`src/rtl/simon_pkg.sv`:
```
// Shared constants, types and the z-sequence table for the Simon cipher block.
`timescale 1ns / 1ps

package simon_pkg;

   // default cipher geometry: Simon64/128
   localparam int DEF_WORD_BITS      = 32;
   localparam int DEF_KEY_WORD_COUNT = 4;
   localparam int DEF_ROUND_COUNT    = 44;
   localparam int DEF_Z_SEQ_INDEX    = 3;

   // stream field widths
   localparam int HALF_BITS   = 32;
   localparam int ROUNDS_BITS = 6;
   localparam int REQ_BITS    = 72;   // left, right, round count, 2 pad bits
   localparam int RSP_BITS    = 64;

   // configuration port
   localparam int CSR_DATA_BITS  = 32;
   localparam int CSR_ADDR_BITS  = 4;
   localparam int KEY_REG_COUNT  = 4;
   localparam int KEY_SEL_BITS   = 2;

   // z sequences, first element in the msb
   localparam int SEQ_LEN   = 62;
   localparam int SEQ_COUNT = 5;
   localparam int Z_BITS    = 6;

   localparam logic [SEQ_LEN-1:0] Z_SEQ [SEQ_COUNT] = '{
      62'b1111101000100101011000011100110_1111101000100101011000011100110,
      62'b1000111011111001001100001011010_1000111011111001001100001011010,
      62'b1010111101_1100000011_0100100110_0010100001_0001111110_0101101100_11,
      62'b1101101110_1011000110_0101111000_0001001000_1010011100_1101000011_11,
      62'b1101000111_1001101011_0110001000_0001011100_0011001010_0100111011_11
   };

   typedef logic [KEY_REG_COUNT-1:0][CSR_DATA_BITS-1:0] key_bank_type;

   // controller to datapath commands
   typedef struct packed {
      logic                    exp_en;    // key schedule step, writes round key store
      logic                    key_load;  // take a raw key word instead of a derived one
      logic [KEY_SEL_BITS-1:0] key_sel;
      logic                    blk_load;  // capture an accepted item
      logic                    round_en;
      logic                    dec;
      logic                    out_load;
   } cmd_type;

   function automatic logic z_bit(input int seq, input logic [Z_BITS-1:0] pos);
      logic [SEQ_LEN-1:0] row;
      row = Z_SEQ[seq];
      return row[Z_BITS'(SEQ_LEN - 1) - pos];
   endfunction

endpackage

```
`src/rtl/simon_ram.sv`:
```
// Generic single write port RAM with registered read.
`timescale 1ns / 1ps

module simon_ram #(
   parameter int WIDTH = 32,
   parameter int DEPTH = 44
) (
   input  logic                     clock,
   input  logic                     we,
   input  logic [$clog2(DEPTH)-1:0] waddr,
   input  logic [WIDTH-1:0]         wdata,
   input  logic [$clog2(DEPTH)-1:0] raddr,
   output logic [WIDTH-1:0]         rdata
);

   logic [WIDTH-1:0] mem_ff [DEPTH];
   logic [WIDTH-1:0] rdata_ff;

   always_ff @(posedge clock) begin
      if (we) begin
         mem_ff[waddr] <= wdata;
      end
      rdata_ff <= mem_ff[raddr];
   end

   assign rdata = rdata_ff;

endmodule

```
`src/rtl/simon_csr.sv`:
```
// Key word registers behind the APB-style configuration port.
`timescale 1ns / 1ps

module simon_csr (
   input  logic                                clock,
   input  logic                                reset,
   input  logic                                csr_psel,
   input  logic                                csr_penable,
   input  logic                                csr_pwrite,
   input  logic [simon_pkg::CSR_ADDR_BITS-1:0] csr_paddr,
   input  logic [simon_pkg::CSR_DATA_BITS-1:0] csr_pwdata,
   output logic [simon_pkg::CSR_DATA_BITS-1:0] csr_prdata,
   output logic                                csr_pready,
   output simon_pkg::key_bank_type             keys,
   output logic                                cfg_write
);
   import simon_pkg::*;

   key_bank_type             key_ff, key_in;
   logic [KEY_SEL_BITS-1:0]  reg_idx;

   assign reg_idx    = csr_paddr[CSR_ADDR_BITS-1:2];
   assign csr_pready = 1'b1;
   assign cfg_write  = csr_psel & csr_penable & csr_pwrite & csr_pready;
   assign csr_prdata = key_ff[reg_idx];
   assign keys       = key_ff;

   always_comb begin
      key_in = key_ff;
      if (cfg_write) begin
         key_in[reg_idx] = csr_pwdata;
      end
   end

   always_ff @(posedge clock) begin
      if (reset) begin
         key_ff <= '0;
      end else begin
         key_ff <= key_in;
      end
   end

endmodule

```
`src/rtl/simon_ctrl.sv`:
```
// Controller: key schedule sweep, round sequencing and result handshake.
`timescale 1ns / 1ps

module simon_ctrl #(
   parameter int KEY_WORD_COUNT = simon_pkg::DEF_KEY_WORD_COUNT,
   parameter int ROUND_COUNT    = simon_pkg::DEF_ROUND_COUNT
) (
   input  logic                              clock,
   input  logic                              reset,
   input  logic                              cfg_write,
   input  logic                              req_tvalid,
   output logic                              req_tready,
   input  logic                              req_op,
   input  logic [simon_pkg::ROUNDS_BITS-1:0] req_num_rounds,
   output logic                              rsp_tvalid,
   input  logic                              rsp_tready,
   output simon_pkg::cmd_type                cmd,
   output logic [$clog2(ROUND_COUNT)-1:0]    ram_wr_addr,
   output logic [$clog2(ROUND_COUNT)-1:0]    ram_rd_addr
);
   import simon_pkg::*;

   localparam int ADDR_BITS = $clog2(ROUND_COUNT);
   localparam int CNT_BITS  = $clog2(ROUND_COUNT + 1);

   localparam logic [1:0] S_EXPAND = 2'd0;
   localparam logic [1:0] S_IDLE   = 2'd1;
   localparam logic [1:0] S_ROUND  = 2'd2;
   localparam logic [1:0] S_FINISH = 2'd3;

   logic [1:0]          state_ff, state_in;
   logic [CNT_BITS-1:0] cnt_ff, cnt_in;
   logic [CNT_BITS-1:0] last_ff, last_in;
   logic                op_ff, op_in;
   logic                rsp_valid_ff, rsp_valid_in;

   logic [CNT_BITS-1:0] cnt_inc;
   logic [CNT_BITS-1:0] n_sat;
   logic [CNT_BITS-1:0] rd_idx;
   logic                rd_op;

   assign cnt_inc = cnt_ff + CNT_BITS'(1);
   assign n_sat   = (7'(req_num_rounds) > 7'(ROUND_COUNT)) ? CNT_BITS'(ROUND_COUNT)
                                                           : CNT_BITS'(req_num_rounds);

   always_comb begin
      state_in     = state_ff;
      cnt_in       = cnt_ff;
      last_in      = last_ff;
      op_in        = op_ff;
      rsp_valid_in = rsp_valid_ff;
      cmd          = '0;
      req_tready   = 1'b0;
      rd_idx       = cnt_inc;
      rd_op        = op_ff;

      if (rsp_valid_ff && rsp_tready) begin
         rsp_valid_in = 1'b0;
      end

      case (state_ff)
         S_EXPAND: begin
            cmd.exp_en   = 1'b1;
            cmd.key_load = (cnt_ff < CNT_BITS'(KEY_WORD_COUNT));
            cmd.key_sel  = cnt_ff[KEY_SEL_BITS-1:0];
            if (cnt_ff == CNT_BITS'(ROUND_COUNT - 1)) begin
               state_in = S_IDLE;
               cnt_in   = '0;
            end else begin
               cnt_in = cnt_inc;
            end
         end
         S_IDLE: begin
            req_tready = 1'b1;
            // prefetch the first round key of the incoming item
            rd_idx     = '0;
            rd_op      = req_op;
            if (req_tvalid) begin
               cmd.blk_load = 1'b1;
               op_in        = req_op;
               last_in      = n_sat;
               cnt_in       = '0;
               state_in     = (n_sat == '0) ? S_FINISH : S_ROUND;
            end
         end
         S_ROUND: begin
            cmd.round_en = 1'b1;
            cnt_in       = cnt_inc;
            if (cnt_inc == last_ff) begin
               state_in = S_FINISH;
            end
         end
         S_FINISH: begin
            if (!rsp_valid_ff || rsp_tready) begin
               cmd.out_load = 1'b1;
               rsp_valid_in = 1'b1;
               state_in     = S_IDLE;
            end
         end
         default: begin
            state_in = S_EXPAND;
            cnt_in   = '0;
         end
      endcase

      cmd.dec = op_ff;

      // a new key restarts the schedule
      if (cfg_write) begin
         state_in = S_EXPAND;
         cnt_in   = '0;
      end
   end

   // decryption walks the round keys from the top down
   assign ram_rd_addr = rd_op ? ADDR_BITS'(CNT_BITS'(ROUND_COUNT - 1) - rd_idx)
                              : ADDR_BITS'(rd_idx);
   assign ram_wr_addr = ADDR_BITS'(cnt_ff);
   assign rsp_tvalid  = rsp_valid_ff;

   always_ff @(posedge clock) begin
      if (reset) begin
         state_ff     <= S_EXPAND;
         cnt_ff       <= '0;
         last_ff      <= '0;
         op_ff        <= 1'b0;
         rsp_valid_ff <= 1'b0;
      end else begin
         state_ff     <= state_in;
         cnt_ff       <= cnt_in;
         last_ff      <= last_in;
         op_ff        <= op_in;
         rsp_valid_ff <= rsp_valid_in;
      end
   end

endmodule

```
`src/rtl/simon_dp.sv`:
```
// Datapath: key schedule window, round key store, round function and result register.
`timescale 1ns / 1ps

module simon_dp #(
   parameter int WORD_BITS        = simon_pkg::DEF_WORD_BITS,
   parameter int KEY_WORD_COUNT   = simon_pkg::DEF_KEY_WORD_COUNT,
   parameter int ROUND_COUNT      = simon_pkg::DEF_ROUND_COUNT,
   parameter int Z_SEQUENCE_INDEX = simon_pkg::DEF_Z_SEQ_INDEX
) (
   input  logic                            clock,
   input  simon_pkg::cmd_type              cmd,
   input  simon_pkg::key_bank_type         keys,
   input  logic [$clog2(ROUND_COUNT)-1:0]  ram_wr_addr,
   input  logic [$clog2(ROUND_COUNT)-1:0]  ram_rd_addr,
   input  logic [simon_pkg::HALF_BITS-1:0] left_in,
   input  logic [simon_pkg::HALF_BITS-1:0] right_in,
   output logic [simon_pkg::HALF_BITS-1:0] left_out,
   output logic [simon_pkg::HALF_BITS-1:0] right_out
);
   import simon_pkg::*;

   localparam int Z_ROW = Z_SEQUENCE_INDEX % SEQ_COUNT;
   localparam logic [WORD_BITS-1:0] SCHED_C = ~WORD_BITS'(3);

   function automatic logic [WORD_BITS-1:0] rol(input logic [WORD_BITS-1:0] x, input int d);
      return (x << d) | (x >> (WORD_BITS - d));
   endfunction

   function automatic logic [WORD_BITS-1:0] ror(input logic [WORD_BITS-1:0] x, input int d);
      return (x >> d) | (x << (WORD_BITS - d));
   endfunction

   function automatic logic [WORD_BITS-1:0] round_f(input logic [WORD_BITS-1:0] x);
      return (rol(x, 1) & rol(x, 8)) ^ rol(x, 2);
   endfunction

   // win_ff[0] is the newest round key, win_ff[KEY_WORD_COUNT-1] the oldest
   logic [KEY_WORD_COUNT-1:0][WORD_BITS-1:0] win_ff, win_in;
   logic [Z_BITS-1:0]                        zcnt_ff, zcnt_in;
   logic [WORD_BITS-1:0]                     l_ff, l_in;
   logic [WORD_BITS-1:0]                     r_ff, r_in;
   logic [HALF_BITS-1:0]                     lo_ff, lo_in;
   logic [HALF_BITS-1:0]                     ro_ff, ro_in;

   logic [WORD_BITS-1:0] sched_t;
   logic [WORD_BITS-1:0] key_new;
   logic [WORD_BITS-1:0] round_key;

   simon_ram #(
      .WIDTH (WORD_BITS),
      .DEPTH (ROUND_COUNT)
   ) u_key_ram (
      .clock (clock),
      .we    (cmd.exp_en),
      .waddr (ram_wr_addr),
      .wdata (key_new),
      .raddr (ram_rd_addr),
      .rdata (round_key)
   );

   always_comb begin
      sched_t = ror(win_ff[0], 3);
      // with four key words this is key i-3
      if (KEY_WORD_COUNT == 4) begin
         sched_t = sched_t ^ win_ff[KEY_WORD_COUNT-2];
      end
      sched_t = sched_t ^ ror(sched_t, 1);
      key_new = win_ff[KEY_WORD_COUNT-1] ^ WORD_BITS'(z_bit(Z_ROW, zcnt_ff)) ^ sched_t ^ SCHED_C;
      if (cmd.key_load) begin
         key_new = WORD_BITS'(keys[cmd.key_sel]);
      end
   end

   always_comb begin
      win_in  = win_ff;
      zcnt_in = zcnt_ff;
      if (cmd.exp_en) begin
         if (KEY_WORD_COUNT > 1) begin
            win_in = {win_ff[KEY_WORD_COUNT-2:0], key_new};
         end
         if (cmd.key_load) begin
            zcnt_in = '0;
         end else if (zcnt_ff == Z_BITS'(SEQ_LEN - 1)) begin
            zcnt_in = '0;
         end else begin
            zcnt_in = zcnt_ff + Z_BITS'(1);
         end
      end
   end

   always_comb begin
      l_in  = l_ff;
      r_in  = r_ff;
      lo_in = lo_ff;
      ro_in = ro_ff;
      if (cmd.blk_load) begin
         l_in = WORD_BITS'(left_in);
         r_in = WORD_BITS'(right_in);
      end else if (cmd.round_en) begin
         if (cmd.dec) begin
            r_in = l_ff ^ round_f(r_ff) ^ round_key;
            l_in = r_ff;
         end else begin
            l_in = r_ff ^ round_f(l_ff) ^ round_key;
            r_in = l_ff;
         end
      end
      if (cmd.out_load) begin
         lo_in = HALF_BITS'(l_ff);
         ro_in = HALF_BITS'(r_ff);
      end
   end

   always_ff @(posedge clock) begin
      win_ff  <= win_in;
      zcnt_ff <= zcnt_in;
      l_ff    <= l_in;
      r_ff    <= r_in;
      lo_ff   <= lo_in;
      ro_ff   <= ro_in;
   end

   assign left_out  = lo_ff;
   assign right_out = ro_ff;

endmodule

```
`src/rtl/simon_block_cipher.sv`:
```
// An item is accepted only in the idle state, so the block takes no new item until the last
// result has been loaded; rounds are capped at ROUND_COUNT. One round per cycle, each reading
//   one round key from the key store (one write and one read port).
// Reset and every key write start a key schedule sweep over all ROUND_COUNT round keys, one round key
//   per cycle; req_tready stays low until the store is rebuilt. Key registers reset to zero.
`timescale 1ns / 1ps

module simon_block_cipher #(
   parameter int WORD_BITS        = simon_pkg::DEF_WORD_BITS,
   parameter int KEY_WORD_COUNT   = simon_pkg::DEF_KEY_WORD_COUNT,
   parameter int ROUND_COUNT      = simon_pkg::DEF_ROUND_COUNT,
   parameter int Z_SEQUENCE_INDEX = simon_pkg::DEF_Z_SEQ_INDEX
) (
   input  logic                                clock,
   input  logic                                reset,
   input  logic                                req_tvalid,
   output logic                                req_tready,
   // [31:0] left_in, [63:32] right_in, [69:64] num_rounds, [71:70] zero
   input  logic [simon_pkg::REQ_BITS-1:0]      req_tdata,
   // [0] op (0 encrypt, 1 decrypt)
   input  logic                                req_tuser,
   output logic                                rsp_tvalid,
   input  logic                                rsp_tready,
   // [31:0] left_out, [63:32] right_out
   output logic [simon_pkg::RSP_BITS-1:0]      rsp_tdata,
   input  logic                                csr_psel,
   input  logic                                csr_penable,
   input  logic                                csr_pwrite,
   input  logic [simon_pkg::CSR_ADDR_BITS-1:0] csr_paddr,
   input  logic [simon_pkg::CSR_DATA_BITS-1:0] csr_pwdata,
   output logic [simon_pkg::CSR_DATA_BITS-1:0] csr_prdata,
   output logic                                csr_pready
);
   import simon_pkg::*;

   localparam int ADDR_BITS = $clog2(ROUND_COUNT);

   key_bank_type          keys;
   logic                  cfg_write;
   cmd_type               cmd;
   logic [ADDR_BITS-1:0]  ram_wr_addr;
   logic [ADDR_BITS-1:0]  ram_rd_addr;
   logic [HALF_BITS-1:0]  left_out;
   logic [HALF_BITS-1:0]  right_out;

   simon_csr u_csr (
      .clock       (clock),
      .reset       (reset),
      .csr_psel    (csr_psel),
      .csr_penable (csr_penable),
      .csr_pwrite  (csr_pwrite),
      .csr_paddr   (csr_paddr),
      .csr_pwdata  (csr_pwdata),
      .csr_prdata  (csr_prdata),
      .csr_pready  (csr_pready),
      .keys        (keys),
      .cfg_write   (cfg_write)
   );

   simon_ctrl #(
      .KEY_WORD_COUNT (KEY_WORD_COUNT),
      .ROUND_COUNT    (ROUND_COUNT)
   ) u_ctrl (
      .clock          (clock),
      .reset          (reset),
      .cfg_write      (cfg_write),
      .req_tvalid     (req_tvalid),
      .req_tready     (req_tready),
      .req_op         (req_tuser),
      .req_num_rounds (req_tdata[2*HALF_BITS +: ROUNDS_BITS]),
      .rsp_tvalid     (rsp_tvalid),
      .rsp_tready     (rsp_tready),
      .cmd            (cmd),
      .ram_wr_addr    (ram_wr_addr),
      .ram_rd_addr    (ram_rd_addr)
   );

   simon_dp #(
      .WORD_BITS        (WORD_BITS),
      .KEY_WORD_COUNT   (KEY_WORD_COUNT),
      .ROUND_COUNT      (ROUND_COUNT),
      .Z_SEQUENCE_INDEX (Z_SEQUENCE_INDEX)
   ) u_dp (
      .clock       (clock),
      .cmd         (cmd),
      .keys        (keys),
      .ram_wr_addr (ram_wr_addr),
      .ram_rd_addr (ram_rd_addr),
      .left_in     (req_tdata[HALF_BITS-1:0]),
      .right_in    (req_tdata[HALF_BITS +: HALF_BITS]),
      .left_out    (left_out),
      .right_out   (right_out)
   );

   assign rsp_tdata = {right_out, left_out};

endmodule

```
`config.mk`:
```
export PLATFORM = sky130hd
export DESIGN_NAME = simon_block_cipher
export DESIGN_NICKNAME = d
export VERILOG_FILES = /design/src/rtl/simon_pkg.sv /design/src/rtl/simon_ram.sv /design/src/rtl/simon_csr.sv /design/src/rtl/simon_ctrl.sv /design/src/rtl/simon_dp.sv /design/src/rtl/simon_block_cipher.sv
export SDC_FILE = /design/constraint.sdc
export NUM_CORES = 2
export LEC_CHECK = 0
export BUFFER_PORTS_ARGS = -buffer_cell sky130_fd_sc_hd__buf_2
export CAP_MARGIN = 15
export CORE_ASPECT_RATIO = 0.75
export CORE_MARGIN = 2
export CORE_UTILIZATION = 43
export CTS_BUF_LIST = sky130_fd_sc_hd__clkbuf_8
export DETAILED_ROUTE_END_ITERATION = 8
export GPL_TIMING_DRIVEN = 0
export SLEW_MARGIN = 20
export SYNTH_ARGS = -nofsm -noshare
export SYNTH_HDL_FRONTEND = slang
export SYNTH_SLANG_ARGS = --single-unit
```
`constraint.sdc`:
```
create_clock -name clock -period 8.2 [get_ports clock]
set_clock_uncertainty 0.2 [all_clocks]
set_input_delay 2.05 -clock clock [delete_from_list [all_inputs] [get_ports clock]]
set_output_delay 2.05 -clock clock [all_outputs]
set_load 0.005 [all_outputs]
```
# Word-level counts from Yosys, hierarchy flattened
# Memory sizes are Yosys's and may differ from the RTL's. A register that Yosys moved wholly into a read port is not among the register bits.
# Cells that the tools add are included.
totals:
  register_bits: 406
  latchBits: 0
  mem_bits_rw: 1408
  mem_bits_ro: 64
  in_bits: 116
  out_inout_bits: 99
  wordCells: 116
  memories: 2
memory_table:
  columns: ["memory", "depth", "word_bits", "read_ports", "rd_ports_with_merged_regs", "write_ports", "line_no", "text"]
  rows:
  - ["u_dp.u_key_ram.mem_ff", 44, 32, 1, 1, 1, "simon_ram.sv:16", "logic [WIDTH-1:0] mem_ff [DEPTH];"]
  - ["(name not given)", 64, 1, 1, 0, 0, "simon_pkg.sv:53", "return row[Z_BITS'(SEQ_LEN - 1) - pos];"]
op_classes:
  n_addsub: 4
  n_mul: 0
  div_mod_pow: 0
  order_cmp: 6
  n_eq_ne: 10
  shift: 0
  mux: 40
  n_bitwise: 23
  reduce_logical: 13
op_table:
  columns: ["cell", "count"]
  rows:
  - ["$mux 32", 10]
  - ["$xor 32x32->32", 9]
  - ["$bmux 32 s2", 2]
  - ["$bwmux 128", 1]
  - ["$and 32x32->32", 2]
  - ["$demux 32 s2", 1]
  - ["$or 32x1->32", 2]
  - ["$or 32x2->32", 2]
  - ["$or 32x8->32", 2]
  - ["$or 29x32->32", 1]
  - ["$or 31x32->32", 1]
  - ["$xor 32x1->32", 1]
  - ["$mux 6", 5]
  - ["$not 30->30", 1]
  - ["$pmux 6 s3", 1]
  - ["$mux 1", 14]
  - ["$add 6x1->6 const B", 2]
  - ["$eq 6x6->1 const B", 2]
  - ["$sub 6x6->6 const A", 2]
  - ["$mux 2", 4]
  - ["$pmux 2 s4", 1]
  - ["$lt 6x7->1 const B", 1]
  - ["$eq 6x6->1", 1]
  - ["$gt 6x6->1 const B", 1]
  - ["other kinds (19)", 27]

# Depth between registers and ports, before layout
logic_depth:
  ltp_word: 8
  depth_mapped: 13
  ltp_nobuf: 11

# Modules after synthesis
# A second synthesis with hierarchy kept.
hier_totals:
  hier_cells: 4046
  area_unflattened_um2: 74966.9
modules_own_cells:
  columns: ["module", "n_inst", "cells_per_inst", "area_per_inst_um2", "seq_area_each_um2"]
  rows:
  - ["simon_ram", 1, 2500, 54566.1, 42921.2]
  - ["simon_dp", 1, 888, 13222.7, 7867.5]
  - ["simon_csr", 1, 497, 5880.6, 2562.5]
  - ["simon_ctrl", 1, 161, 1297.5, 320.3]

# Worst setup path before layout
# OpenSTA, ideal clock, no wires.
synth_path:
  kind: "register to register"
  startpoint: "reg u_ctrl.state_ff[0]"
  endpoint: "mem u_dp.u_key_ram.mem_ff[0][0], enable pin"
  setup_ns: 0.461
  arrival_ns: 6.935
  t_required_ns: 7.539
  setup_slack_ns: 0.604
  stages_incl_launch_ff: 9
  n_path_buf: 3
  period_less_slack_ns: 7.596
  path_cell_list: "dfxtp_1 -> inv_1 -> ha_1 -> clkbuf_1 -> nand2_1 -> or3_1 -> clkbuf_1 -> clkbuf_1 -> nor3_1"
synth_via:
  elab_chain_len: 4
synth_lines:
  columns: ["item", "line_no", "text"]
  rows:
  - ["start: declaration", "simon_ctrl.sv:31", "logic [1:0] state_ff, state_in;"]
  - ["start signal: assignment", "simon_ctrl.sv:129", "state_ff <= state_in;"]
  - ["$logic_not 2->1", "simon_ctrl.sv:61", "case (state_ff)"]
  - ["$mux 4", "simon_ctrl.sv:61", null]
  - ["$mux 1", "simon_ram.sv:20", "if (we) begin"]
  - ["$mux 1 (not written as such)", "simon_ram.sv:21", "mem_ff[waddr] <= wdata;"]
  - ["end: declaration", "simon_ram.sv:16", null]
# Every way passes these cells.

# Worst setup path in the final report
layout_path:
  startpoint: "in csr_paddr[2] in the netlist's numbering"
  endpoint: "out csr_prdata[26] in the netlist's numbering"
layout_via:
  elab_chain_len: 2
layout_lines:
  columns: ["item", "line_no", "text"]
  rows:
  - ["start: declaration", "simon_block_cipher.sv:29", "input logic [simon_pkg::CSR_ADDR_BITS-1:0] csr_paddr,"]
  - ["$bmux 32 s2", "simon_csr.sv:25", "assign csr_prdata = key_ff[reg_idx];"]
  - ["$mux 32 (not written as such)", "simon_csr.sv:25", null]
  - ["end: declaration", "simon_block_cipher.sv:31", "output logic [simon_pkg::CSR_DATA_BITS-1:0] csr_prdata,"]
# Every way passes these cells. The select of a mux whose other input is x is not followed.

==> reports/metrics.cfg <==
[yosys]
post-synth-top-area-cell = edfxtp_1
synth_top_family_by_area = compound AO/OA/AOI/OAI gates
synthTopCellsByArea = edfxtp_1, nand2_1, dfxtp_1
yosys.cell_types.count = 68
synth_fa_ha_area_share_pct = 0.235
syn_avg_cell_area_um2 = 14.3
synthSimpleGateAreaFrac_pct = 7.67
synth_largest_type_area_fraction_pct = 67.4
synth_xor_area_share_pct = 3.69
yosysMostFrequentCell = edfxtp_1
synthTopCellsByCount = edfxtp_1, nand2_1, a21oi_1
synth_ff_type = edfxtp_1
seq_area_frac_synth_pct = 72.1
syn_nets = 5328
syn_area_mm2 = 0.0744
synth-compound-area-share_pct = 9.82
postSynthCellCount = 5198
ys_seq_elements = 1846
yosys_warnings = 0
synth.area.mux_share_pct = 4.38
async_flop_share_pct = 0
synth_edf_count = 1670

[setup_path]
path_class = in2out
crit_top_cell = buf_2
endpoint_kind = primary output
cp.arrival_ns = 4.17
required_ns = 5.95
path_cells = buf_2 > clkbuf_1 > buf_1 > mux4_2 > buf_2
r2r_cells = 12
path_buf_inv = 4
cpLargestDelayFamily = buffers and inverters
cp.depth = 5
slowest_delay_ns = 0.81
cpMaxStageDelayCell = buf_1
crit_path_start_kind = input port
critPathMaxFanout = 10

[grt]
grt.busiest_layer = met1
grt_use_total_pct = 25.9
grt_pass1_vias = 46588
antenna_found_initial = 14
grt_util_met1_pct = 38.0
use_met2_pct = 37.5
grt_pass1_wl_mm = 331
grt_use_met3_pct = 7.79
overflow = 0
grt_max_degree = 54

[clocking]
clock-sinks = 1846
cts-htree-levels = 5
cts_buffers = 304
insertion_delay_ns = 1.02
cts_hold_buf = 0
cts_tree = built
clk_pin_slew_ns = 0.06
cts_setup_buffers = 0
root_buffer = clkbuf_8
clock_path_buffers = 4
ctsResizeCount = 0

[cells_and_area]
fin_area_mm2 = 0.0877
fin_nets = 5997
final_cells = 8355
drive_gt1_share_pct = 18.2
area_delta_synth_final_pct = 17.9

[floorplanning]
die_height_um = 364
fp.dieArea_mm2 = 0.176
coreArea_mm2 = 0.172
io_pins = 215
die_x_um = 484
num_rows = 132
initial_core_util_pct = 43.2

[placed_design]
post-place-cells = 7838
dp_slack_ns = 1.64
dp_hpwl_mm = 166
place_area_mm2 = 0.0824
globalplace.congestion = 0.936
port_buffers = 209

[min_path]
worstHoldPathCells = 0
hold_class = reg2reg

[routing]
dr_total_vias = 49415
dr.pass1.iters = 6
wirelength_mm = 233
antenna_left = 0
avgViaCountPerCell = 5.91
drc = 0
wl_per_cell_um = 27.9
drtIter0Drc = 7093

[timing]
worst_slack_ns = 1.78
worst_pin_slew_ns = 1.37
grt_setup_unrepaired = no
fin_crit_ns = 6.42
max_slew_margin_pct = 6.44
finalCritPeriodShare_pct = 78.4
final_max_slew_viol_count = 0
hold_violations = 0
setup_viol = 0
fmax_mhz = 156

[power]
p_leak_nw = 29.8
power_density_mw_per_mm2 = 249
ir_worst_vdd_v = 0.000125

[run_status]
status = complete, no violations

[flow_run]
drv_cap = 0

[per-layer routing]
metal | part of all wire (%) | up-vias
met4 | 2.4 | 2
met5 | 0.0056 | -
li1 | - | 21067
met2 | 43 | 2971
met3 | 12 | 403
met1 | 43 | 24972
[worst paths after layout]
kind                                                 startpoint                         endpoint  slack [ns]
worst min register to register        u_dp.win_ff[54]$_DFFE_PP_        u_dp.win_ff[86]$_DFFE_PP_        0.20
worst max register to register  u_ctrl.state_ff[1]$_SDFFE_PP0P_  u_dp.u_key_ram.rdata[5]$_DFF_P_        2.39
worst min-delay path                  u_dp.win_ff[54]$_DFFE_PP_        u_dp.win_ff[86]$_DFFE_PP_        0.20
worst max-delay path                               csr_paddr[2]                   csr_prdata[26]        1.78
[per-stage QoR]
step	TNS (ns)	utilization (%)	hold WS [ns]	total power, mW
floorplan	0	-	0.200	12.8
global placement	-7056.36	45.5	0.201	14.1
detailed placement	0	47.8	0.205	14.5
CTS	0	50.9	0.186	21.8
global route	0	50.9	0.199	22.5
finish	0	50.9	0.199	21.8
[cell families (layout without fill, tap and decap cells)]
logic type,count (synthesis),in the layout
AO/OA/AOI/OAI,1044,1044
XOR/XNOR,311,311
adder cells (fa/ha/maj),14,14
buffers and inverters,364,1236
flip-flops,1846,1846
multiplexers,164,164
other,1,8
AND/OR/NAND/NOR,1454,1454
[where the power goes]
| group | internal (mW) | switching [mW] |
|---|---|---|
| Combinational | 1.21 | 2.32 |
| Clock | 3.76 | 3.67 |
| Sequential | 10.7 | 0.131 |
[sequential cells by signal (all words and copies together), names as in the netlist, 2 cells and up]
name	flops
u_dp.u_key_ram.mem_ff	1408
u_dp.zcnt_ff	6
u_ctrl.state_ff	2
u_dp.r_ff	32
u_ctrl.last_ff	6
u_dp.left_out	32
u_dp.l_ff	32
u_dp.u_key_ram.rdata	32
u_dp.right_out	32
u_ctrl.ram_wr_addr	6
u_dp.win_ff	128
u_csr.keys	128
[final cells by class]
| class | instances | area (um2) |
|---|---|---|
| diodes | 7 | 17.5 |
| plain buffers | 352 | 1520 |
| clock buffers | 319 | 4390 |
| clock inverters | 190 | 925 |
| fillers | 14410 | 84500 |
| inverters | 12 | 45.0 |
| multi-input cells | 2988 | 20100 |
| flip-flops and latches | 1846 | 53700 |
| well taps | 2278 | 2850 |
| repair buffers | 363 | 4230 |
[cells in the final DEF (no fill, tap or decap), drive strengths merged, types with 34 or more instances in the layout]
master and instances:
a211oi 34, edfxtp 1670, xor2 75, a32o 128, buf 511, a21oi 498
o22ai 64, nand2 1150, nor2 201, nor2b 38, a221oi 97, inv 103
clkbuf 522, a31oi 35, xnor2 235, mux4 129, dfxtp 176, clkinv 90
a32oi 96
No activity file was read; power rests on OpenSTA's default activity.
